<file path="src/rtl/assert_macros.svh">
`ifndef ASSERT_MACROS_SVH
`define ASSERT_MACROS_SVH

// Implication checked in the same cycle, off during reset.
`define CHECK_NOW(label, clk, rst, a, c) \
  label: assert property (@(posedge clk) disable iff (rst) (a) |-> (c)) \
    else $error("check failed");

// Implication checked in the next cycle, off during reset.
`define CHECK_NEXT(label, clk, rst, a, c) \
  label: assert property (@(posedge clk) disable iff (rst) (a) |=> (c)) \
    else $error("check failed");

// Implication that also holds through reset.
`define CHECK_ALWAYS(label, clk, a, c) \
  label: assert property (@(posedge clk) (a) |-> (c)) \
    else $error("check failed");

`endif

</file>
<file path="src/rtl/ofcw_pkg.sv">
`timescale 1ns / 1ps
package ofcw_pkg;

  localparam int FLOW_BITS = 16;
  localparam int SCALE_BITS = 24;
  localparam int XW = 51;
  localparam int TURN_BITS = 24;
  localparam int STEPS = 22;
  localparam int RAD_BITS = 22;
  localparam int REM_BITS = 43;
  localparam logic [SCALE_BITS-1:0] SCALE_RESET = 24'd65536;

  typedef struct packed {
    logic signed [FLOW_BITS-1:0] flow_x;
    logic signed [FLOW_BITS-1:0] flow_y;
    logic frame_last_in;
  } flow_t;

  typedef struct packed {
    logic [7:0] red;
    logic [7:0] green;
    logic [7:0] blue;
    logic frame_last_out;
  } pixel_t;

  typedef struct packed {
    logic signed [XW-1:0] x;
    logic signed [XW-1:0] y;
    logic [TURN_BITS-1:0] z;
    logic fixed;
    logic [REM_BITS-1:0] rem;
    logic [RAD_BITS-1:0] res;
    logic inner;
    logic last;
  } cell_t;

  function automatic logic [TURN_BITS-1:0] arc(input int i);
    logic [TURN_BITS-1:0] a;
    case (i)
      0: a = 24'd2097152;
      1: a = 24'd1238021;
      2: a = 24'd654136;
      3: a = 24'd332050;
      4: a = 24'd166669;
      5: a = 24'd83416;
      6: a = 24'd41718;
      7: a = 24'd20860;
      8: a = 24'd10430;
      9: a = 24'd5215;
      10: a = 24'd2608;
      11: a = 24'd1304;
      12: a = 24'd652;
      13: a = 24'd326;
      14: a = 24'd163;
      15: a = 24'd81;
      16: a = 24'd41;
      17: a = 24'd20;
      18: a = 24'd10;
      19: a = 24'd5;
      20: a = 24'd3;
      21: a = 24'd1;
      default: a = '0;
    endcase
    return a;
  endfunction

  // Wheel entry as {red, green, blue}.
  function automatic logic [23:0] wheel(input logic [5:0] k);
    logic [23:0] c;
    case (k)
      6'd0: c = {8'd255, 8'd0, 8'd0};
      6'd1: c = {8'd255, 8'd17, 8'd0};
      6'd2: c = {8'd255, 8'd34, 8'd0};
      6'd3: c = {8'd255, 8'd51, 8'd0};
      6'd4: c = {8'd255, 8'd68, 8'd0};
      6'd5: c = {8'd255, 8'd85, 8'd0};
      6'd6: c = {8'd255, 8'd102, 8'd0};
      6'd7: c = {8'd255, 8'd119, 8'd0};
      6'd8: c = {8'd255, 8'd136, 8'd0};
      6'd9: c = {8'd255, 8'd153, 8'd0};
      6'd10: c = {8'd255, 8'd170, 8'd0};
      6'd11: c = {8'd255, 8'd187, 8'd0};
      6'd12: c = {8'd255, 8'd204, 8'd0};
      6'd13: c = {8'd255, 8'd221, 8'd0};
      6'd14: c = {8'd255, 8'd238, 8'd0};
      6'd15: c = {8'd255, 8'd255, 8'd0};
      6'd16: c = {8'd213, 8'd255, 8'd0};
      6'd17: c = {8'd170, 8'd255, 8'd0};
      6'd18: c = {8'd128, 8'd255, 8'd0};
      6'd19: c = {8'd85, 8'd255, 8'd0};
      6'd20: c = {8'd43, 8'd255, 8'd0};
      6'd21: c = {8'd0, 8'd255, 8'd0};
      6'd22: c = {8'd0, 8'd255, 8'd63};
      6'd23: c = {8'd0, 8'd255, 8'd127};
      6'd24: c = {8'd0, 8'd255, 8'd191};
      6'd25: c = {8'd0, 8'd255, 8'd255};
      6'd26: c = {8'd0, 8'd232, 8'd255};
      6'd27: c = {8'd0, 8'd209, 8'd255};
      6'd28: c = {8'd0, 8'd186, 8'd255};
      6'd29: c = {8'd0, 8'd163, 8'd255};
      6'd30: c = {8'd0, 8'd140, 8'd255};
      6'd31: c = {8'd0, 8'd116, 8'd255};
      6'd32: c = {8'd0, 8'd93, 8'd255};
      6'd33: c = {8'd0, 8'd70, 8'd255};
      6'd34: c = {8'd0, 8'd47, 8'd255};
      6'd35: c = {8'd0, 8'd24, 8'd255};
      6'd36: c = {8'd0, 8'd0, 8'd255};
      6'd37: c = {8'd19, 8'd0, 8'd255};
      6'd38: c = {8'd39, 8'd0, 8'd255};
      6'd39: c = {8'd58, 8'd0, 8'd255};
      6'd40: c = {8'd78, 8'd0, 8'd255};
      6'd41: c = {8'd98, 8'd0, 8'd255};
      6'd42: c = {8'd117, 8'd0, 8'd255};
      6'd43: c = {8'd137, 8'd0, 8'd255};
      6'd44: c = {8'd156, 8'd0, 8'd255};
      6'd45: c = {8'd176, 8'd0, 8'd255};
      6'd46: c = {8'd196, 8'd0, 8'd255};
      6'd47: c = {8'd215, 8'd0, 8'd255};
      6'd48: c = {8'd235, 8'd0, 8'd255};
      6'd49: c = {8'd255, 8'd0, 8'd255};
      6'd50: c = {8'd255, 8'd0, 8'd213};
      6'd51: c = {8'd255, 8'd0, 8'd170};
      6'd52: c = {8'd255, 8'd0, 8'd128};
      6'd53: c = {8'd255, 8'd0, 8'd85};
      6'd54: c = {8'd255, 8'd0, 8'd43};
      default: c = '0;
    endcase
    return c;
  endfunction

endpackage

</file>
<file path="src/rtl/ofcw_cell.sv">
`timescale 1ns / 1ps
module ofcw_cell #(
  parameter int STEP = 0
) (
  input  logic clk,
  input  logic rst,
  input  logic in_valid,
  output logic in_ready,
  input  ofcw_pkg::cell_t in_data,
  output logic out_valid,
  input  logic out_ready,
  output ofcw_pkg::cell_t out_data
);

  localparam int B = ofcw_pkg::RAD_BITS - 1 - STEP;

  logic v;
  logic en;
  ofcw_pkg::cell_t data, nxt;
  logic signed [ofcw_pkg::XW-1:0] dx, dy;
  logic [43:0] test;

  assign en = !v || out_ready;
  assign in_ready = en;
  assign out_valid = v;
  assign out_data = data;

  assign dx = in_data.y >>> STEP;
  assign dy = in_data.x >>> STEP;
  assign test = ({22'd0, in_data.res} << (B + 1)) | (44'd1 << (2 * B));

  always_comb begin
    nxt = in_data;
    if (!in_data.fixed) begin
      if (!in_data.y[ofcw_pkg::XW-1]) begin
        nxt.x = in_data.x + dx;
        nxt.y = in_data.y - dy;
        nxt.z = in_data.z + ofcw_pkg::arc(STEP);
      end else begin
        nxt.x = in_data.x - dx;
        nxt.y = in_data.y + dy;
        nxt.z = in_data.z - ofcw_pkg::arc(STEP);
      end
    end
    if ({1'b0, in_data.rem} >= test) begin
      nxt.rem = in_data.rem - test[ofcw_pkg::REM_BITS-1:0];
      nxt.res = in_data.res | (22'd1 << B);
    end
  end

  always_ff @(posedge clk) begin
    if (rst) begin
      v <= 1'b0;
    end else if (en) begin
      v <= in_valid;
    end
  end

  always_ff @(posedge clk) begin
    if (en) begin
      data <= nxt;
    end
  end

endmodule

</file>
<file path="config.mk">
export PLATFORM = sky130hd
export DESIGN_NAME = ofcw_cell
export DESIGN_NICKNAME = d
export VERILOG_FILES = /design/src/rtl/assert_macros.svh /design/src/rtl/ofcw_pkg.sv /design/src/rtl/ofcw_cell.sv
export SDC_FILE = /design/constraint.sdc
export NUM_CORES = 1
export LEC_CHECK = 0
export ABC_CLOCK_PERIOD_IN_PS = 17500
export BUFFER_PORTS_ARGS = -buffer_cell sky130_fd_sc_hd__buf_2
export CELL_PAD_IN_SITES_DETAIL_PLACEMENT = 1
export CELL_PAD_IN_SITES_GLOBAL_PLACEMENT = 2
export CORE_MARGIN = 2
export CORE_UTILIZATION = 36
export CTS_CLUSTER_SIZE = 14
export DETAILED_ROUTE_END_ITERATION = 8
export PLACE_DENSITY_LB_ADDON = 0.1
export SYNTH_ARGS = -nofsm -noshare
export SYNTH_HDL_FRONTEND = slang
export SYNTH_SLANG_ARGS = --single-unit
</file>
<file path="constraint.sdc">
create_clock -name clk -period 17.5 [get_ports clk]
set_clock_uncertainty 0.2 [all_clocks]
set_input_delay 3.5 -clock clk [delete_from_list [all_inputs] [get_ports clk]]
set_output_delay 3.5 -clock clk [all_outputs]
set_load 0.05 [all_outputs]
</file>
==> results.py <==
metrics = {
    "drt": {
        "vias_per_cell": 5.66,
        "first_iter_violations": 1182,
        "wire_per_inst_um": 23.4,
        "remaining_drc_errors": 0,
        "first_pass_iters": 8,
        "wirelength_mm": 73.1,
        "final_antenna_net_count": 0,
        "vias": 17700,
    },
    "logic_synthesis": {
        "syn-instance-count": 2122,
        "syn_area_mm2": 0.0184,
        "synth.avg_cell_area_um2": 8.66,
        "ys_warn_count": 0,
        "yosysTopAreaCellShare_pct": 31.7,
        "synth-seq-area-share_pct": 31.8,
        "ys.flop_type": "edfxtp_1",
        "synthTopCellsByArea": "edfxtp_1, ha_1, a21oi_1",
        "ys_seq_elements": 195,
        "syn_nets": 2511,
        "async_flop_share_pct": 0,
        "synth.distinct_cells": 96,
        "synth_top_cell_by_area": "edfxtp_1",
        "synth_enable_flop_cells": 194,
    },
    "placement": {
        "numPortBuffers": 393,
        "place_ws_ps": 9430,
        "dpl_cell_area_mm2": 0.0208,
        "place_congestion": 0.930,
        "hpwl_mm": 58.7,
    },
    "cells_and_area": {
        "final_cell_area_mm2": 0.0214,
        "area_delta_synth_final_pct": 16.7,
        "n_fill_cell": 6095,
        "fin_nets": 2829,
        "drive_above_1_share_pct": 20.7,
    },
    "pwr": {
        "finalPower_mw": 1.81,
        "ir_drop_uv": 52.6,
        "power.leakage_nw": 9.51,
        "powerDensity_mw_per_mm2": 84.4,
    },
    "global_routing": {
        "grtUsageTotal_pct": 27.3,
        "antenna_found_initial": 5,
        "grt_pass1_wl_mm": 111,
        "grt_max_degree": 70,
        "overflow": 0,
        "grt_pass1_vias": 18100,
    },
    "clocking": {
        "clock_path_buffers": 2,
        "hold_buffers": 0,
        "root_buffer": "clkbuf_16",
        "clkLatencyLatePin_ps": 510,
        "cts_tree": "built",
        "htree_num_levels": 4,
        "clock_sinks": 195,
        "postCtsSetupRepairBufs": 0,
        "clkTransAtPathRegs_ps": 80,
        "numCtsBuffers": 17,
        "ctsResizeCount": 0,
    },
    "timing": {
        "rsz0062_at_grt": "false",
        "postLayoutSetupSlackWorst_ps": 9460,
        "tns_ps": 0,
        "hold_viol": 0,
        "report.final.slew_viol_count": 0,
        "max_freq_mhz": 124,
        "fin_crit_sh_pct": 45.9,
        "slew-limit-headroom_pct": 27.3,
        "report.final.setup_viol": 0,
        "finalCriticalPeriod_ps": 8040,
        "tightest_slew_ps": 1080,
    },
    "setup_path": {
        "crit_required_ps": 13800,
        "crit_start": "out_ready",
        "crit_fanout": 21,
        "start_kind": "input port",
        "reg2reg_to": "out_data[32]$_DFFE_PP_",
        "endpoint": "in_ready",
        "ff2ff_setup_slack_ps": 14770,
        "r2r_start": "out_valid$_SDFFE_PP0P_",
        "r2r_cells": 3,
        "critPathCaptureType": "output pin",
        "crit_arrival_ps": 4340,
        "path_class": "input port to output pin",
    },
    "floorplanning": {
        "rows": 82,
        "die_w_um": 230,
        "top_level_ports": 394,
        "initial_core_util_pct": 36.5,
        "core-area_mm2": 0.0503,
        "die_area_mm2": 0.0529,
        "die_h_um": 230,
    },
    "worst_hold_path": {
        "min_from": "out_valid$_SDFFE_PP0P_",
        "hp-class": "register to register",
    },
    "flow_run": {
        "drv_cap": 0,
    },
    "run_status": {
        "outcome": "finished clean",
    },
}
-- state kept, by name (all words and copies together) (netlist names) --
| register | flops |
|---|---|
| out_valid | 1 |
| out_data | 194 |
-- layer usage --
metal  routed length [um]  GRT usage, %  vias to the layer above  part of all wire, %
met3                 3700          4.91                       96                  5.1
met2                34500          45.3                      517                   47
met5                    9             0                        -                0.012
met1                32800          35.6                     8710                   45
met4                 2070          9.74                        2                  2.8
li1                     -             -                     8373                    -
-- how the worst min path moves through the flow --
stage / to / slack (ps) / depth (start not counted)
2_1_floorplan: out_valid$_SDFFE_PP0P_ / 3370 / 1
3_3_place_gp: out_data[80]$_DFFE_PP_ / 620 / 1
3_5_place_dp: out_data[155]$_DFFE_PP_ / 630 / 1
4_1_cts: out_data[86]$_DFFE_PP_ / 650 / 1
5_1_grt: out_data[86]$_DFFE_PP_ / 670 / 1
6_report: out_data[86]$_DFFE_PP_ / 630 / 1
-- metrics by stage --
step / hold slack (ps) / std cells / utilization [%]
after detailed placement: 633 / 3093 / 41.4
after CTS: 650 / 3125 / 42.6
after floorplan: 3370 / 2122 / -
after global placement: 618 / 3093 / 41.4
final: 626 / 3128 / 42.6
after global routing: 668 / 3128 / 42.6
-- final cells by class --
class                      count  area [um2]  area share, %
antenna                        3        7.51         0.0350
clock buffer                  17         425           1.98
clock inverter                15         204          0.951
inverter                     197         741           3.45
multi-input combinational   1626       11300           52.8
sequential                   195        5850           27.3
tap                          672         841           3.92
timing repair buffer         403        2050           9.55
-- critical path: stages --
cell and delay [ps]:
buf_2 80, nand2b_4 320, buf_2 420
-- cell usage in the layout, fill, tap and decap left out, types with 18 or more instances in the layout --
cell	instances
nand4_1	34
a21oi_1	234
a211oi_1	18
mux2i_1	44
ha_1	186
nor3_1	53
nand3_1	39
mux2_2	20
o21a_1	20
nand2_1	142
o21ai_0	143
xnor2_1	92
nor2b_1	22
edfxtp_1	194
inv_1	193
o211ai_1	18
a31oi_1	20
nor4_1	26
a21o_1	53
o21bai_1	43
nor2_1	167
o31ai_1	25
buf_2	391
-- cells in the mapped netlist (9+ instances only) --
library cell / count
nor2_1: 167
o211ai_1: 18
nor4_1: 26
o21ai_1: 9
o21ai_0: 143
xnor2_1: 92
buf_2: 16
nor3_1: 53
o21a_1: 20
inv_1: 193
mux2_2: 20
mux2i_1: 44
ha_1: 186
a21boi_0: 10
o31ai_1: 25
or2_2: 9
buf_1: 16
nor2b_1: 22
clkbuf_1: 61
a31oi_1: 20
a21o_1: 53
nand4_1: 34
nand2_1: 142
a211oi_1: 18
nand2b_1: 17
a21oi_1: 234
nand3_1: 39
edfxtp_1: 194
or3_1: 11
o21bai_1: 43
-- cell families after synthesis --
kind of cell               count (synthesis)  synth area share [%]
xor gates and xnor gates                  98                  4.67
DFF                                      195                  31.8
AOI/OAI and AO/OA                        709                  25.2
muxes                                     65                  3.68
and+or+nand+nor                          563                  14.8
adders and majority gates                191                  13.2
buffers and inverters                    301                  6.57
-- where the power goes --
group,switching (mW),internal (mW),leakage (nW),total (mW)
combinational,0.560,0.219,7.19,0.779
sequential,0.0142,0.579,2.02,0.594
clock,0.218,0.219,0.304,0.437
Note: power is estimated with default switching activity, not from simulation.
