`config.mk`:
```
export PLATFORM = sky130hd
export DESIGN_NAME = ofcw_front
export DESIGN_NICKNAME = d
export VERILOG_FILES = /design/src/rtl/assert_macros.svh /design/src/rtl/ofcw_pkg.sv /design/src/rtl/ofcw_front.sv
export SDC_FILE = /design/constraint.sdc
export NUM_CORES = 2
export LEC_CHECK = 0
export BUFFER_PORTS_ARGS = -buffer_cell sky130_fd_sc_hd__clkbuf_2
export CORE_ASPECT_RATIO = 0.6
export CORE_MARGIN = 4
export CORE_UTILIZATION = 60
export CTS_CLUSTER_SIZE = 16
export DETAILED_ROUTE_END_ITERATION = 10
export PLACE_DENSITY = 0.78
export SLEW_MARGIN = 5
export SYNTH_ARGS = -nofsm -noshare
export SYNTH_HDL_FRONTEND = slang
export SYNTH_SLANG_ARGS = --single-unit
```
`constraint.sdc`:
```
create_clock -name clk -period 13.35 [get_ports clk]
set_clock_uncertainty 0.15 [all_clocks]
set_input_delay 1.335 -clock clk [delete_from_list [all_inputs] [get_ports clk]]
set_output_delay 1.335 -clock clk [all_outputs]
set_load 0.02 [all_outputs]
```
`src/rtl/assert_macros.svh`:
```
`ifndef ASSERT_MACROS_SVH
`define ASSERT_MACROS_SVH

// Implication checked in the same cycle, off during reset.
`define CHECK_NOW(label, clk, rst, a, c) \
  label: assert property (@(posedge clk) disable iff (rst) (a) |-> (c)) \
    else $error("check failed");

// Implication checked in the next cycle, off during reset.
`define CHECK_NEXT(label, clk, rst, a, c) \
  label: assert property (@(posedge clk) disable iff (rst) (a) |=> (c)) \
    else $error("check failed");

// Implication that also holds through reset.
`define CHECK_ALWAYS(label, clk, a, c) \
  label: assert property (@(posedge clk) (a) |-> (c)) \
    else $error("check failed");

`endif

```
`src/rtl/ofcw_pkg.sv`:
```
`timescale 1ns / 1ps
package ofcw_pkg;

  localparam int FLOW_BITS = 16;
  localparam int SCALE_BITS = 24;
  localparam int XW = 51;
  localparam int TURN_BITS = 24;
  localparam int STEPS = 22;
  localparam int RAD_BITS = 22;
  localparam int REM_BITS = 43;
  localparam logic [SCALE_BITS-1:0] SCALE_RESET = 24'd65536;

  typedef struct packed {
    logic signed [FLOW_BITS-1:0] flow_x;
    logic signed [FLOW_BITS-1:0] flow_y;
    logic frame_last_in;
  } flow_t;

  typedef struct packed {
    logic [7:0] red;
    logic [7:0] green;
    logic [7:0] blue;
    logic frame_last_out;
  } pixel_t;

  typedef struct packed {
    logic signed [XW-1:0] x;
    logic signed [XW-1:0] y;
    logic [TURN_BITS-1:0] z;
    logic fixed;
    logic [REM_BITS-1:0] rem;
    logic [RAD_BITS-1:0] res;
    logic inner;
    logic last;
  } cell_t;

  function automatic logic [TURN_BITS-1:0] arc(input int i);
    logic [TURN_BITS-1:0] a;
    case (i)
      0: a = 24'd2097152;
      1: a = 24'd1238021;
      2: a = 24'd654136;
      3: a = 24'd332050;
      4: a = 24'd166669;
      5: a = 24'd83416;
      6: a = 24'd41718;
      7: a = 24'd20860;
      8: a = 24'd10430;
      9: a = 24'd5215;
      10: a = 24'd2608;
      11: a = 24'd1304;
      12: a = 24'd652;
      13: a = 24'd326;
      14: a = 24'd163;
      15: a = 24'd81;
      16: a = 24'd41;
      17: a = 24'd20;
      18: a = 24'd10;
      19: a = 24'd5;
      20: a = 24'd3;
      21: a = 24'd1;
      default: a = '0;
    endcase
    return a;
  endfunction

  // Wheel entry as {red, green, blue}.
  function automatic logic [23:0] wheel(input logic [5:0] k);
    logic [23:0] c;
    case (k)
      6'd0: c = {8'd255, 8'd0, 8'd0};
      6'd1: c = {8'd255, 8'd17, 8'd0};
      6'd2: c = {8'd255, 8'd34, 8'd0};
      6'd3: c = {8'd255, 8'd51, 8'd0};
      6'd4: c = {8'd255, 8'd68, 8'd0};
      6'd5: c = {8'd255, 8'd85, 8'd0};
      6'd6: c = {8'd255, 8'd102, 8'd0};
      6'd7: c = {8'd255, 8'd119, 8'd0};
      6'd8: c = {8'd255, 8'd136, 8'd0};
      6'd9: c = {8'd255, 8'd153, 8'd0};
      6'd10: c = {8'd255, 8'd170, 8'd0};
      6'd11: c = {8'd255, 8'd187, 8'd0};
      6'd12: c = {8'd255, 8'd204, 8'd0};
      6'd13: c = {8'd255, 8'd221, 8'd0};
      6'd14: c = {8'd255, 8'd238, 8'd0};
      6'd15: c = {8'd255, 8'd255, 8'd0};
      6'd16: c = {8'd213, 8'd255, 8'd0};
      6'd17: c = {8'd170, 8'd255, 8'd0};
      6'd18: c = {8'd128, 8'd255, 8'd0};
      6'd19: c = {8'd85, 8'd255, 8'd0};
      6'd20: c = {8'd43, 8'd255, 8'd0};
      6'd21: c = {8'd0, 8'd255, 8'd0};
      6'd22: c = {8'd0, 8'd255, 8'd63};
      6'd23: c = {8'd0, 8'd255, 8'd127};
      6'd24: c = {8'd0, 8'd255, 8'd191};
      6'd25: c = {8'd0, 8'd255, 8'd255};
      6'd26: c = {8'd0, 8'd232, 8'd255};
      6'd27: c = {8'd0, 8'd209, 8'd255};
      6'd28: c = {8'd0, 8'd186, 8'd255};
      6'd29: c = {8'd0, 8'd163, 8'd255};
      6'd30: c = {8'd0, 8'd140, 8'd255};
      6'd31: c = {8'd0, 8'd116, 8'd255};
      6'd32: c = {8'd0, 8'd93, 8'd255};
      6'd33: c = {8'd0, 8'd70, 8'd255};
      6'd34: c = {8'd0, 8'd47, 8'd255};
      6'd35: c = {8'd0, 8'd24, 8'd255};
      6'd36: c = {8'd0, 8'd0, 8'd255};
      6'd37: c = {8'd19, 8'd0, 8'd255};
      6'd38: c = {8'd39, 8'd0, 8'd255};
      6'd39: c = {8'd58, 8'd0, 8'd255};
      6'd40: c = {8'd78, 8'd0, 8'd255};
      6'd41: c = {8'd98, 8'd0, 8'd255};
      6'd42: c = {8'd117, 8'd0, 8'd255};
      6'd43: c = {8'd137, 8'd0, 8'd255};
      6'd44: c = {8'd156, 8'd0, 8'd255};
      6'd45: c = {8'd176, 8'd0, 8'd255};
      6'd46: c = {8'd196, 8'd0, 8'd255};
      6'd47: c = {8'd215, 8'd0, 8'd255};
      6'd48: c = {8'd235, 8'd0, 8'd255};
      6'd49: c = {8'd255, 8'd0, 8'd255};
      6'd50: c = {8'd255, 8'd0, 8'd213};
      6'd51: c = {8'd255, 8'd0, 8'd170};
      6'd52: c = {8'd255, 8'd0, 8'd128};
      6'd53: c = {8'd255, 8'd0, 8'd85};
      6'd54: c = {8'd255, 8'd0, 8'd43};
      default: c = '0;
    endcase
    return c;
  endfunction

endpackage

```
`src/rtl/ofcw_front.sv`:
```
`timescale 1ns / 1ps
module ofcw_front (
  input  logic clk,
  input  logic rst,
  input  logic flow_valid,
  output logic flow_stall,
  input  ofcw_pkg::flow_t flow,
  input  logic scale_we,
  input  logic [ofcw_pkg::SCALE_BITS-1:0] scale_data,
  output logic out_valid,
  input  logic out_ready,
  output ofcw_pkg::cell_t out_data
);

  localparam int FB = ofcw_pkg::FLOW_BITS;
  localparam int XW = ofcw_pkg::XW;
  localparam int SH = 48 - FB;
  localparam int AW = FB + ofcw_pkg::SCALE_BITS;
  localparam logic [ofcw_pkg::TURN_BITS-1:0] HALF = 24'h800000;
  localparam logic [ofcw_pkg::TURN_BITS-1:0] QUARTER = 24'h400000;
  localparam logic [ofcw_pkg::TURN_BITS-1:0] THREE_Q = 24'hC00000;

  logic [ofcw_pkg::SCALE_BITS-1:0] scale;
  logic [3:0] v;
  logic en0, en1, en2, en3;

  logic signed [FB-1:0] x0, y0, x1, y1, x2, y2;
  logic last0, last1, last2;
  logic [AW-1:0] ax1, ay1;
  logic small2;
  logic [43:0] sx2, sy2;
  logic [FB-1:0] abs_x, abs_y;
  logic [44:0] sum;
  logic signed [XW-1:0] xs, ys;
  ofcw_pkg::cell_t init, stage3;

  assign en3 = !v[3] || out_ready;
  assign en2 = !v[2] || en3;
  assign en1 = !v[1] || en2;
  assign en0 = !v[0] || en1;
  assign flow_stall = !en0;
  assign out_valid = v[3];
  assign out_data = stage3;

  always_ff @(posedge clk) begin
    if (rst) begin
      scale <= ofcw_pkg::SCALE_RESET;
    end else if (scale_we) begin
      scale <= scale_data;
    end
  end

  always_ff @(posedge clk) begin
    if (rst) begin
      v <= '0;
    end else begin
      if (en0) v[0] <= flow_valid;
      if (en1) v[1] <= v[0];
      if (en2) v[2] <= v[1];
      if (en3) v[3] <= v[2];
    end
  end

  assign abs_x = x0[FB-1] ? (~x0 + 1'b1) : x0;
  assign abs_y = y0[FB-1] ? (~y0 + 1'b1) : y0;
  assign sum = {1'b0, sx2} + {1'b0, sy2};
  assign xs = {{(XW-FB){x2[FB-1]}}, x2} <<< SH;
  assign ys = {{(XW-FB){y2[FB-1]}}, y2} <<< SH;

  always_comb begin
    init = '0;
    init.last = last2;
    init.inner = small2 && (sum <= (45'd1 << 42));
    init.rem = init.inner ? sum[ofcw_pkg::REM_BITS-1:0] : '0;
    init.res = '0;
    init.fixed = 1'b1;
    init.x = xs;
    init.y = ys;
    init.z = '0;
    if (x2 == '0 && y2 == '0) begin
      init.z = '0;
    end else if (y2 == '0) begin
      init.z = x2[FB-1] ? HALF : '0;
    end else if (x2 == '0) begin
      init.z = y2[FB-1] ? THREE_Q : QUARTER;
    end else begin
      init.fixed = 1'b0;
      if (x2[FB-1]) begin
        init.x = -xs;
        init.y = -ys;
        init.z = HALF;
      end
    end
  end

  always_ff @(posedge clk) begin
    if (en0) begin
      x0 <= flow.flow_x;
      y0 <= flow.flow_y;
      last0 <= flow.frame_last_in;
    end
    if (en1) begin
      x1 <= x0;
      y1 <= y0;
      last1 <= last0;
      ax1 <= AW'(abs_x) * AW'(scale);
      ay1 <= AW'(abs_y) * AW'(scale);
    end
    if (en2) begin
      x2 <= x1;
      y2 <= y1;
      last2 <= last1;
      small2 <= (ax1 <= AW'(1 << 21)) && (ay1 <= AW'(1 << 21));
      sx2 <= 44'(ax1[21:0]) * 44'(ax1[21:0]);
      sy2 <= 44'(ay1[21:0]) * 44'(ay1[21:0]);
    end
    if (en3) begin
      stage3 <= init;
    end
  end

endmodule

```
==> results.yml <==
final_layout:
  final_area_sq_um: 71800
  nNetsFinal: 9038
  drive_gt1_share_pct: 5.51
  area_growth_pct: 5.37
drt:
  wl_met3_mm: 23.9
  dr.max_layer_used: "met5"
  vias: 48300
  drc: 0
  dr_wl_met2_mm: 78.2
  vias_per_cell: 5.60
  drtAntennaViolNets: 0
  m1WireLength_mm: 73.7
  wl_per_cell_um: 21.2
  drt_pass1_iterations: 5
  drt_iter0_markers: 4156
  drt-total-wl_mm: 183
clocking:
  post_cts_buffers: 0
  postCtsHoldBufs: 0
  clockBufferDepth: 3
  numCtsBuffers: 44
  cts_tree: "done"
  worstSkewPairLatency_ps: 660
  cts_resized: 0
  h-tree-depth: 2
  cts-root-buf: "clkbuf_16"
  cts.sinks: 380
  path_clk_slew_ps: 60
grt:
  grt_max_degree: 82
  antenna_found_initial: 2
  grt_util_all_layers_pct: 31.6
  grt_pass1_wl_mm: 290
  grt_pass1_vias: 51200
  grt.overflow.total: 0
worst_setup_path:
  arrival_ps: 9770
  slowest_delay_ps: 720
  path_max_fanout: 27
  start_kind: "flip-flop"
  worstSetupPathType: "reg -> reg"
  end_kind: "flip-flop"
  cp_data_required_time_ps: 13570
  slowest_stage: "xnor2_2"
die:
  die-area_sq_um: 119000
  io_pins: 258
  num_rows: 95
  fp.coreArea_sq_um: 112000
  initial_utilization_pct: 60.6
  chipWidth_um: 443
  die_h_um: 269
synthesis:
  synthFlopType: "edfxtp_1"
  syn_inst: 7064
  avgSynthCellArea_sq_um: 9.64
  ys_seq_area_share_pct: 16.3
  synth_seq_cells: 380
  synth.most_common_cell: "inv_1"
  yosys_warnings: 0
  synthDistinctLibCells: 91
  async_reset_ff_share_pct: 0
  synthTopCellsByCount: "inv_1, fa_1, nand2_1, ha_1, and2_1"
  yosysTopAreaCellShare_pct: 38.4
  syn_area_sq_um: 68100
  synth_edf_count: 352
  synthTopCellsByArea: "fa_1, edfxtp_1, ha_1"
  synth_top_cell_by_area: "fa_1"
sta:
  timing.final.crit_share_pct: 71.6
  setup-violations-final: 0
  tns_ps: 0
  tightest_slew_ps: 1210
  slew_viol_final: 0
  timing.fmax_mhz: 105
  final-hold-violation-count: 0
  rsz0062_at_grt: "false"
  fin_ws_ps: 3800
  slew-limit-headroom_pct: 19.1
  period_needed_ps: 9550
placement:
  globalplace.congestion: 0.977
  io_buffers: 149
  dp_slack_ps: 4040
  place_hpwl_mm: 144
  placed_area_sq_um: 70200
hold_path:
  hold_path.class: "reg -> reg"
flow_run:
  cap_violations: 0
run_status:
  status: "finished, final reports clean"
-- final cells by class --
type                            count  area [sq um]
Antenna cell                        1          2.50
Clock buffer                       47          1110
Inverter                         1719          6460
Clock inverter                     32           452
Fill cell                        8921         40600
Multi-Input combinational cell   4699         49300
Sequential cell                   380         11100
Tap cell                         1503          1880
Timing Repair Buffer              236          1400
-- routing by layer --
layer | GRT usage, % | vias up
li1 | - | 21200
met1 | 44.3 | 24000
met2 | 47.0 | 2667
met3 | 10.3 | 397
met4 | 10.1 | 2
met5 | 0 | -
-- cell families after synthesis --
kind of cell / synth area share, %
buf+inv: 12.2
fa+ha+maj: 49.2
simple gates: 12.8
compound gates: 5.77
flops: 16.3
xor+xnor: 3.29
mux: 0.386
other cells: 0.00551
-- flip-flops by register name, indices dropped and copies added (netlist names) --
name,count
ax1,40
ay1,40
last0,1
last1,1
last2,1
out_data,86
scale,24
small2,1
sx2,43
sy2,43
v,4
x0,16
x1,16
x2,16
y0,16
y1,16
y2,16
-- per-stage QoR --
stage               util, %  hold WS [ps]  instances
global route           63.9           273       8616
global placement       62.5           252       8537
CTS                    63.9           263       8616
floorplan                 -           250       7171
finish                 63.9           260       8617
detailed placement     62.5           255       8537
-- worst max-delay path: cells and delay by family, from the launching register on --
family / cells / cell delay, ps
flops: 1 / 330
xor+xnor: 2 / 790
fa+ha+maj: 8 / 3560
simple gates: 6 / 870
compound gates: 9 / 2480
buf+inv: 8 / 1080
-- final timing paths --
path,startpoint,slack [ps],to,depth (start not counted)
max,y0[0]$_DFFE_PN_,3800,ay1[38]$_DFFE_PP_,33
min,y1[0]$_DFFE_PP_,260,y2[0]$_DFFE_PP_,0
max reg2reg,y0[0]$_DFFE_PN_,3800,ay1[38]$_DFFE_PP_,33
min reg2reg,y1[0]$_DFFE_PP_,260,y2[0]$_DFFE_PP_,0
-- cells in the final DEF, fill, tap and decap left out, types with 33 or more instances in the layout --
cell,n
conb_1,108
buf_4,87
nand2_1,841
xnor2_1,156
clkbuf_2,149
and2_1,469
fa_1,1305
nand2b_1,33
clkbuf_16,44
ha_1,591
o21ai_0,87
a21o_1,111
nor2_1,230
inv_1,1715
nor2b_1,34
nand3_1,33
nor3_1,34
xor2_1,80
a21oi_1,174
edfxtp_1,352
Power is not shown: default switching activity piles up to over one toggle a cycle in this logic, so the estimate is an artifact.
